<file path="src/design/deq_pkg.sv">
// Shared types, codes and constants for the double-ended queue.
`timescale 1ns / 1ps

package deq_pkg;

    localparam int CAPACITY_DEF = 16;
    localparam int DATA_W       = 32;
    localparam int REQ_W        = 3;
    localparam int STATUS_W     = 2;
    localparam int OCC_W        = 5;

    localparam logic [REQ_W-1:0] REQ_DISPLAY    = 3'd0;
    localparam logic [REQ_W-1:0] REQ_PUSH_FRONT = 3'd1;
    localparam logic [REQ_W-1:0] REQ_PUSH_BACK  = 3'd2;
    localparam logic [REQ_W-1:0] REQ_POP_FRONT  = 3'd3;
    localparam logic [REQ_W-1:0] REQ_POP_BACK   = 3'd4;

    localparam logic [STATUS_W-1:0] ST_OK    = 2'd0;
    localparam logic [STATUS_W-1:0] ST_EMPTY = 2'd1;
    localparam logic [STATUS_W-1:0] ST_FULL  = 2'd2;

    typedef struct packed {
        logic [REQ_W-1:0]         req_type;
        logic signed [DATA_W-1:0] data_in;
    } req_t;

    typedef struct packed {
        logic signed [DATA_W-1:0] data_out;
        logic [STATUS_W-1:0]      status;
        logic [OCC_W-1:0]         occupancy;
        logic                     last_of_run;
    } rsp_t;

    typedef enum logic [2:0] {
        OP_NONE,
        OP_PUSH_FRONT,
        OP_PUSH_BACK,
        OP_POP_FRONT,
        OP_POP_BACK,
        OP_WALK_START,
        OP_WALK_NEXT
    } op_t;

    typedef struct packed {
        op_t                 op;
        logic                load_const;
        logic [STATUS_W-1:0] const_status;
        logic                load_rd;
        logic                rd_last;
    } cmd_t;

    typedef struct packed {
        logic empty;
        logic full;
        logic walk_last;
        logic out_last;
    } stat_t;

endpackage

</file>
<file path="src/design/deq_ctrl.sv">
// Request sequencer for the double-ended queue: handshakes and datapath commands.
`timescale 1ns / 1ps

module deq_ctrl (
    input  logic                        clk,
    input  logic                        rst_n,
    input  logic                        req_valid,
    output logic                        req_ready,
    input  logic [deq_pkg::REQ_W-1:0]   req_type,
    output logic                        rsp_valid,
    input  logic                        rsp_ready,
    input  deq_pkg::stat_t              stat,
    output deq_pkg::cmd_t               cmd
);

    typedef enum logic [1:0] {
        S_IDLE,
        S_READ,
        S_SEND
    } state_t;

    state_t state_reg, state_next;
    logic   disp_reg, disp_next;

    always_comb
    begin
        state_next       = state_reg;
        disp_next        = disp_reg;
        cmd.op           = deq_pkg::OP_NONE;
        cmd.load_const   = 1'b0;
        cmd.const_status = deq_pkg::ST_OK;
        cmd.load_rd      = 1'b0;
        cmd.rd_last      = 1'b1;
        case (state_reg)
            S_IDLE:
            begin
                if (req_valid)
                begin
                    disp_next  = (req_type == deq_pkg::REQ_DISPLAY);
                    state_next = S_SEND;
                    case (req_type)
                        deq_pkg::REQ_DISPLAY:
                        begin
                            if (stat.empty)
                            begin
                                cmd.load_const   = 1'b1;
                                cmd.const_status = deq_pkg::ST_EMPTY;
                            end
                            else
                            begin
                                cmd.op     = deq_pkg::OP_WALK_START;
                                state_next = S_READ;
                            end
                        end
                        deq_pkg::REQ_PUSH_FRONT, deq_pkg::REQ_PUSH_BACK:
                        begin
                            cmd.load_const = 1'b1;
                            if (stat.full)
                            begin
                                cmd.const_status = deq_pkg::ST_FULL;
                            end
                            else if (req_type == deq_pkg::REQ_PUSH_FRONT)
                            begin
                                cmd.op = deq_pkg::OP_PUSH_FRONT;
                            end
                            else
                            begin
                                cmd.op = deq_pkg::OP_PUSH_BACK;
                            end
                        end
                        deq_pkg::REQ_POP_FRONT, deq_pkg::REQ_POP_BACK:
                        begin
                            if (stat.empty)
                            begin
                                cmd.load_const   = 1'b1;
                                cmd.const_status = deq_pkg::ST_EMPTY;
                            end
                            else
                            begin
                                cmd.op = (req_type == deq_pkg::REQ_POP_FRONT) ?
                                         deq_pkg::OP_POP_FRONT : deq_pkg::OP_POP_BACK;
                                state_next = S_READ;
                            end
                        end
                        default:
                        begin
                            // Unused codes leave the queue alone and answer ok.
                            cmd.load_const = 1'b1;
                        end
                    endcase
                end
            end
            S_READ:
            begin
                cmd.load_rd = 1'b1;
                cmd.rd_last = disp_reg ? stat.walk_last : 1'b1;
                state_next  = S_SEND;
            end
            S_SEND:
            begin
                if (rsp_ready)
                begin
                    if (disp_reg && !stat.out_last)
                    begin
                        cmd.op     = deq_pkg::OP_WALK_NEXT;
                        state_next = S_READ;
                    end
                    else
                    begin
                        state_next = S_IDLE;
                    end
                end
            end
            default:
            begin
                state_next = S_IDLE;
            end
        endcase
    end

    always_ff @(posedge clk or negedge rst_n)
    begin
        if (!rst_n)
        begin
            state_reg <= S_IDLE;
            disp_reg  <= 1'b0;
        end
        else
        begin
            state_reg <= state_next;
            disp_reg  <= disp_next;
        end
    end

    assign req_ready = (state_reg == S_IDLE);
    assign rsp_valid = (state_reg == S_SEND);

endmodule

</file>
<file path="src/design/deq_datapath.sv">
// Ring storage, end pointers, fill count, display cursor and result register.
`timescale 1ns / 1ps

module deq_datapath #(
    parameter int CAPACITY = deq_pkg::CAPACITY_DEF
) (
    input  logic                               clk,
    input  logic                               rst_n,
    input  logic signed [deq_pkg::DATA_W-1:0]  data_in,
    input  deq_pkg::cmd_t                      cmd,
    output deq_pkg::stat_t                     stat,
    output deq_pkg::rsp_t                      rsp
);

    localparam int PW = (CAPACITY > 1) ? $clog2(CAPACITY) : 1;
    localparam int CW = $clog2(CAPACITY + 1);

    function automatic logic [PW-1:0] ring_next(input logic [PW-1:0] p);
        return (p == PW'(CAPACITY - 1)) ? '0 : p + 1'b1;
    endfunction

    function automatic logic [PW-1:0] ring_prev(input logic [PW-1:0] p);
        return (p == '0) ? PW'(CAPACITY - 1) : p - 1'b1;
    endfunction

    logic signed [deq_pkg::DATA_W-1:0] mem [CAPACITY];
    logic signed [deq_pkg::DATA_W-1:0] rdata_reg;

    logic [PW-1:0] front_reg, front_next;
    logic [PW-1:0] back_reg, back_next;
    logic [PW-1:0] walk_reg, walk_next;
    logic [CW-1:0] count_reg, count_next;
    logic [CW-1:0] left_reg, left_next;
    logic          we;
    logic [PW-1:0] waddr;
    logic [PW-1:0] raddr;
    deq_pkg::rsp_t rsp_reg, rsp_next;

    always_comb
    begin
        front_next = front_reg;
        back_next  = back_reg;
        walk_next  = walk_reg;
        count_next = count_reg;
        left_next  = left_reg;
        we         = 1'b0;
        waddr      = back_reg;
        raddr      = front_reg;
        case (cmd.op)
            deq_pkg::OP_PUSH_FRONT:
            begin
                we         = 1'b1;
                waddr      = ring_prev(front_reg);
                front_next = ring_prev(front_reg);
                count_next = count_reg + 1'b1;
            end
            deq_pkg::OP_PUSH_BACK:
            begin
                we         = 1'b1;
                waddr      = back_reg;
                back_next  = ring_next(back_reg);
                count_next = count_reg + 1'b1;
            end
            deq_pkg::OP_POP_FRONT:
            begin
                raddr      = front_reg;
                front_next = ring_next(front_reg);
                count_next = count_reg - 1'b1;
            end
            deq_pkg::OP_POP_BACK:
            begin
                raddr      = ring_prev(back_reg);
                back_next  = ring_prev(back_reg);
                count_next = count_reg - 1'b1;
            end
            deq_pkg::OP_WALK_START:
            begin
                raddr     = front_reg;
                walk_next = front_reg;
                left_next = count_reg;
            end
            deq_pkg::OP_WALK_NEXT:
            begin
                raddr     = ring_next(walk_reg);
                walk_next = ring_next(walk_reg);
                left_next = left_reg - 1'b1;
            end
            default:
            begin
            end
        endcase
    end

    // Occupancy always reports the count after the request has taken effect.
    always_comb
    begin
        rsp_next = rsp_reg;
        if (cmd.load_const)
        begin
            rsp_next.data_out    = '0;
            rsp_next.status      = cmd.const_status;
            rsp_next.occupancy   = deq_pkg::OCC_W'(count_next);
            rsp_next.last_of_run = 1'b1;
        end
        else if (cmd.load_rd)
        begin
            rsp_next.data_out    = rdata_reg;
            rsp_next.status      = deq_pkg::ST_OK;
            rsp_next.occupancy   = deq_pkg::OCC_W'(count_next);
            rsp_next.last_of_run = cmd.rd_last;
        end
    end

    always_ff @(posedge clk)
    begin
        if (we)
        begin
            mem[waddr] <= data_in;
        end
        rdata_reg <= mem[raddr];
        rsp_reg   <= rsp_next;
    end

    always_ff @(posedge clk or negedge rst_n)
    begin
        if (!rst_n)
        begin
            front_reg <= '0;
            back_reg  <= '0;
            walk_reg  <= '0;
            count_reg <= '0;
            left_reg  <= '0;
        end
        else
        begin
            front_reg <= front_next;
            back_reg  <= back_next;
            walk_reg  <= walk_next;
            count_reg <= count_next;
            left_reg  <= left_next;
        end
    end

    assign stat.empty     = (count_reg == '0);
    assign stat.full      = (count_reg == CW'(CAPACITY));
    assign stat.walk_last = (left_reg == CW'(1));
    assign stat.out_last  = rsp_reg.last_of_run;
    assign rsp            = rsp_reg;

endmodule

</file>
<file path="src/design/double_ended_queue.sv">
// Top level of the bounded double-ended queue of signed 32-bit words.
//
//  channel | direction | handshake            | payload
//  req     | in        | req_valid/req_ready  | deq_pkg::req_t (req_type, data_in)
//  rsp     | out       | rsp_valid/rsp_ready  | deq_pkg::rsp_t (data_out, status, occupancy,
//          |           |                      |   last_of_run)
//
// A push, a refused request or an unused code shows its word in the cycle after it is
// accepted; a pop's word passes through the registered read of the slot memory and
// then the result register. Display gives one word per element, each read again through
// the same memory read port and result register after the previous one is taken.
// A new request is taken the cycle after the last word of the previous one is taken.
// Reset clears the pointers and the count; the slot memory is not cleared.
// Holding rsp_ready low simply holds the current word; nothing is lost.
`timescale 1ns / 1ps

module double_ended_queue #(
    parameter int CAPACITY = deq_pkg::CAPACITY_DEF
) (
    input  logic           clk,
    input  logic           rst_n,
    input  logic           req_valid,
    output logic           req_ready,
    input  deq_pkg::req_t  req,
    output logic           rsp_valid,
    input  logic           rsp_ready,
    output deq_pkg::rsp_t  rsp
);

    deq_pkg::cmd_t  cmd;
    deq_pkg::stat_t stat;

    deq_ctrl u_ctrl (
        .clk       (clk),
        .rst_n     (rst_n),
        .req_valid (req_valid),
        .req_ready (req_ready),
        .req_type  (req.req_type),
        .rsp_valid (rsp_valid),
        .rsp_ready (rsp_ready),
        .stat      (stat),
        .cmd       (cmd)
    );

    deq_datapath #(
        .CAPACITY (CAPACITY)
    ) u_datapath (
        .clk     (clk),
        .rst_n   (rst_n),
        .data_in (req.data_in),
        .cmd     (cmd),
        .stat    (stat),
        .rsp     (rsp)
    );

endmodule

</file>
<file path="config.mk">
export PLATFORM = sky130hd
export DESIGN_NAME = double_ended_queue
export DESIGN_NICKNAME = d
export VERILOG_FILES = /design/src/design/deq_pkg.sv /design/src/design/deq_ctrl.sv /design/src/design/deq_datapath.sv /design/src/design/double_ended_queue.sv
export SDC_FILE = /design/constraint.sdc
export NUM_CORES = 1
export LEC_CHECK = 0
export ABC_AREA = 0
export BUFFER_PORTS_ARGS = -buffer_cell sky130_fd_sc_hd__buf_2
export CAP_MARGIN = 20
export CORE_MARGIN = 8
export CORE_UTILIZATION = 35
export CTS_BUF_LIST = sky130_fd_sc_hd__clkbuf_4 sky130_fd_sc_hd__clkbuf_8 sky130_fd_sc_hd__clkbuf_16
export DETAILED_ROUTE_END_ITERATION = 6
export PLACE_DENSITY = 0.57
export SETUP_SLACK_MARGIN = 0.05
export SYNTH_ARGS = -nofsm -noshare
export SYNTH_HDL_FRONTEND = slang
export SYNTH_HIERARCHICAL = 1
export SYNTH_SLANG_ARGS = --single-unit
</file>
<file path="constraint.sdc">
create_clock -name clk -period 12.8 [get_ports clk]
set_clock_uncertainty 0.05 [all_clocks]
set_input_delay 3.84 -clock clk [delete_from_list [all_inputs] [get_ports clk]]
set_output_delay 3.84 -clock clk [all_outputs]
set_load 0.1 [all_outputs]
</file>
Word-level counts from Yosys, hierarchy flattened
Memories as Yosys holds them, arrays and structs flattened. A register that Yosys moved wholly into a read port is not among the register bits.
Cells that the tools add are included.
{ "word_totals": {"register_bits": 65, "mem_bits_rw": 512, "inputBits": 39, "output_inout_bits": 42, "wordCells": 97, "mem_count": 1} }
{ "classes": {"addsub": 8, "eq_ne": 19, "n_mux": 40, "n_reduce_logical": 18} }
{ "mem_list": {"columns": ["name", "depth", "word_bits", "read_ports", "rd_clocked_by_memory_dff", "write_ports", "line", "rtl"], "rows": [
  ["u_datapath.mem", 16, 32, 1, 1, 1, "deq_datapath.sv:26", "logic signed [deq_pkg::DATA_W-1:0] mem [CAPACITY];"]
]} }
{ "op_table": {"columns": ["cell", "count"], "rows": [
  ["one-hot mux 4 bit (2 select lines)", 4],
  ["two-way mux 4 bit", 6],
  ["two-way mux 3 bit", 7],
  ["one-hot mux 5 bit (2 select lines)", 2],
  ["two-way mux 2 bit", 8],
  ["two-way mux 8 bit", 2],
  ["adder 4 x 1 -> 4 bit (second input constant)", 3],
  ["equality test 3 x 2 -> 1 bit (second input constant)", 4],
  ["equality test 3 bit (second input constant)", 4],
  ["equality test 4 bit (second input constant)", 3],
  ["subtractor 5 x 1 -> 5 bit (second input constant)", 2],
  ["one-hot mux 3 bit (3 select lines)", 1],
  ["logical NOT 4 bit", 2],
  ["nonzero test 2 bit", 4],
  ["OR reduction 2 bit", 4],
  ["subtractor 4 x 1 -> 4 bit (second input constant)", 2],
  ["equality test 3 x 1 -> 1 bit (second input constant)", 2],
  ["two-way mux 1 bit", 6],
  ["two-way mux 6 bit", 1],
  ["one-hot mux 2 bit (3 select lines)", 1],
  ["one-hot mux 3 bit (2 select lines)", 1],
  ["adder 5 x 1 -> 5 bit (second input constant)", 1],
  ["equality test 5 x 1 -> 1 bit (second input constant)", 1],
  ["equality test 5 bit (second input constant)", 1],
  ["12 further kinds", 13]
]} }

Depth between registers and ports, before layout
{ "logic_depth": {"ltp_word": 11, "mapped_depth": 16, "mapped_depth_nobuf": 14} }

Modules after synthesis
The synthesis kept the hierarchy.
{ "modules_own_cells": {"columns": ["module", "instances", "cells_each", "area_each_um2", "seq_area_each_um2"], "rows": [
  ["deq_datapath", 1, 1946, 24898.9, 17436.7],
  ["deq_ctrl", 1, 34, 281.5, 75.1]
]} }

Least setup slack after synthesis
OpenSTA, ideal clock, no wires.
{ "synth_path": {"path_kind": "input-to-reg", "from": "input port req[33] (netlist bit)", "to": "memory u_datapath/mem[6][0] (netlist bit), enable pin", "setup_ns": 0.421, "arrival_time_ns": 6.899, "required_time_ns": 12.329, "setup_slack_ns": 5.430, "stages": 10, "path_buffers": 2, "path_cell_list": "buf_6 > or3_1 > o21ai_0 > clkbuf_1 > nor2_1 > nand2_1 > a311oi_1 > a21oi_1 > nand2_1 > nor2_1"} }
{ "synth_lines": {"columns": ["element", "line", "rtl"], "rows": [
  ["start, declared", "double_ended_queue.sv:24", "input deq_pkg::req_t req,"],
  ["end, declared", "deq_datapath.sv:26", null]
]} }

==> out/metrics.cfg <==
[min_path]
min_path_type = reg -> reg

[worst_setup_path]
worstPathArrival_ps = 8450
cp-endpoint = u_datapath/rdata_reg[24]$_DFF_P_
critPathMaxFanout = 73
cp-end-kind = register
crit_start = req_valid
r2r_cells = 13
start_kind = input pin
r2r_setup_slack_ps = 7210
path_class = in -> reg
r2r_start = u_datapath/count_reg[0]$_DFF_PN0_
cp_data_required_time_ps = 13220
worst_r2r_endpoint = u_datapath/rdata_reg[24]$_DFF_P_

[sta]
finalHoldViolCount = 0
tightest_slew_ps = 1112
fin_crit_sh_pct = 62.73
fmax_mhz = 124.5
finalCriticalPeriod_ps = 8029
fin_tns_setup_ps = 0
slew_viol_final = 0
rsz0062_at_grt = false
relSlewSlack_pct = 25.89
setup_violations = 0

[die]
rows = 98
ios = 81
die_w_um = 284.2
coreArea_sq_um = 71360
start_util_pct = 35.28
floorplan.die.height_um = 284.2
dieArea_sq_um = 80780

[drt]
antenna_left = 0
dr.first_iter.drc_count = 1639
firstDrtPassIters = 7
wl_per_cell_um = 23.02
vias = 16780
viasPerCell = 5.595
wl_um = 69050
route.detailed.drc = 0

[placement]
place_inst = 2873
hpwl_um = 33460
gp_congestion = 0.7824
portBuffers = 80

[cts]
cts_setup_buffers = 0
root_buffer = clkbuf_16
clk_pin_slew_ps = 60
insertion_delay_ps = 600
clk_path_buf_depth = 3
htree_levels = 3
cts_tree = done
cts_resized = 0
holdBufCountCts = 0
cts_buffers = 66
cts.sinks = 609

[pwr]
ir_drop_uv = 233.0
p_per_area_nw_per_um2 = 234.3
power_leakage_nw = 9.787

[layout]
drive_above_1_share_pct = 13.41
syn_to_final_growth_pct = 13.82
final_cells = 2999
fin_util_pct = 40.16
nets = 2041
largest_register_ffs = 512

[grt]
track_usage_pct = 16.44
gr-total-overflow = 0
grt_pass1_wl_um = 103300
grt_pass1_vias = 16280
antenna_found_initial = 7
grt_max_degree = 257

[synthesis]
synth_cells = 1980
synth.top_cells.by_count = 519 x edfxtp_1, 325 x nand3_1, 210 x o21ai_0, 155 x a21oi_1, 130 x and3_1
yosysMostFrequentCell = edfxtp_1
async_flop_share_pct = 4.105
ys_top_cells_by_area = edfxtp_1 62%, nand3_1 6.5%, dfxtp_1 5.2%
synthFlopType = edfxtp_1
synth_edf_count = 519
synth_top_area_cell = edfxtp_1
syn_nets = 2030
yosysUniqueCellTypes = 67
syn-cell-area_sq_um = 25180
ys_ff_latch = 609
synth.yosys.seq_area_share_pct = 69.55
yosysWarnings = 6
synth_top_area_share_pct = 61.89
syn-mean-instance-area_sq_um = 12.72

[outcome]
status = completed

[flow_run]
cap_violations = 0

-- how the worst min path moves through the flow --
stage                                           from                               to  slack [ps]  cells past startpoint
global placement    u_datapath/rdata_reg[10]$_DFF_P_  u_datapath/rsp[18]$_SDFFE_PP0P_         400                      2
CTS                  u_datapath/rdata_reg[3]$_DFF_P_  u_datapath/rsp[11]$_SDFFE_PP0P_         420                      2
floorplan           u_datapath/rdata_reg[19]$_DFF_P_  u_datapath/rsp[27]$_SDFFE_PP0P_         390                      2
detailed placement   u_datapath/rdata_reg[3]$_DFF_P_  u_datapath/rsp[11]$_SDFFE_PP0P_         400                      2
global route         u_datapath/rdata_reg[8]$_DFF_P_  u_datapath/rsp[16]$_SDFFE_PP0P_         440                      2
finish              u_datapath/rdata_reg[27]$_DFF_P_  u_datapath/rsp[35]$_SDFFE_PP0P_         420                      2
-- through the flow --
step	area, sq um	worst slack (ps)	hold WS, ps	power [mW]
floorplan	25180	5430	390.4	4.224
CTS	28650	4870	419.2	6.767
finish	28660	4771	415.6	6.714
global route	28650	4550	437.6	7.036
global placement	26430	4261	402.6	4.792
detailed placement	26430	4254	404.3	4.823
-- worst max-delay path: stages --
cell	delay, ps
buf_2	110
or3b_1	470
o21ai_2	180
buf_4	310
nand2b_1	380
nand2_4	690
buf_4	740
buf_4	790
nand3_1	150
a21oi_1	170
nor4_1	80
nor4_1	370
-- cell usage in the layout, fill, tap and decap left out, types with 4 or more instances in the layout --
cell	n
nor4_2	9
o21ai_0	209
buf_2	80
nand3_1	325
clkbuf_16	69
o22ai_1	8
buf_4	33
clkbuf_8	4
inv_1	13
dfxtp_1	65
xor2_1	4
clkbuf_4	14
clkinv_1	12
nand2b_1	6
nor4_1	87
dfrtp_1	25
a21o_1	4
nor2_1	61
and2_1	8
nor2_4	18
nand2_1	23
bufinv_16	5
or3_1	4
a31oi_1	8
a21oi_1	154
edfxtp_1	519
nor2b_1	8
and3_1	130
ha_1	10
mux2i_1	38
xnor2_1	9
clkinv_2	12
diode_2	5
-- power by group --
part           total [mW]  internal [mW]  switching [mW]
Clock                1.93           1.15           0.780
Sequential           2.49           2.37           0.122
Combinational        2.29          0.591            1.70
Total                6.71           4.11            2.60
-- metal layers --
| layer | share of wire, % | GRT usage [%] |
|---|---|---|
| met3 | 6.8 | 3.255 |
| met1 | 42 | 21.43 |
| met4 | 2.3 | 4.904 |
| met5 | 0.039 | 0 |
| met2 | 49 | 27.58 |
-- cell type report --
| class | instances | area (sq um) |
|---|---|---|
| antenna | 5 | 12.51 |
| clock buffer | 87 | 1887 |
| clock inverter | 34 | 334.1 |
| fill | 6641 | 42700 |
| inverter | 15 | 56.30 |
| multi-input combinational | 1183 | 6963 |
| sequential | 609 | 17510 |
| tap | 950 | 1189 |
| timing repair buffer | 116 | 708.2 |
-- cells by family after synthesis --
group / after synthesis / synth area share (%)
AO/OA/AOI/OAI: 417 / 8.880
XOR/XNOR: 13 / 0.4522
adder cells (fa/ha/maj): 11 / 0.5764
buffers and inverters: 188 / 3.697
flip-flops: 609 / 69.55
multiplexers: 40 / 1.600
AND/OR/NAND/NOR: 702 / 15.25
No activity file was read; power rests on OpenSTA's default activity.
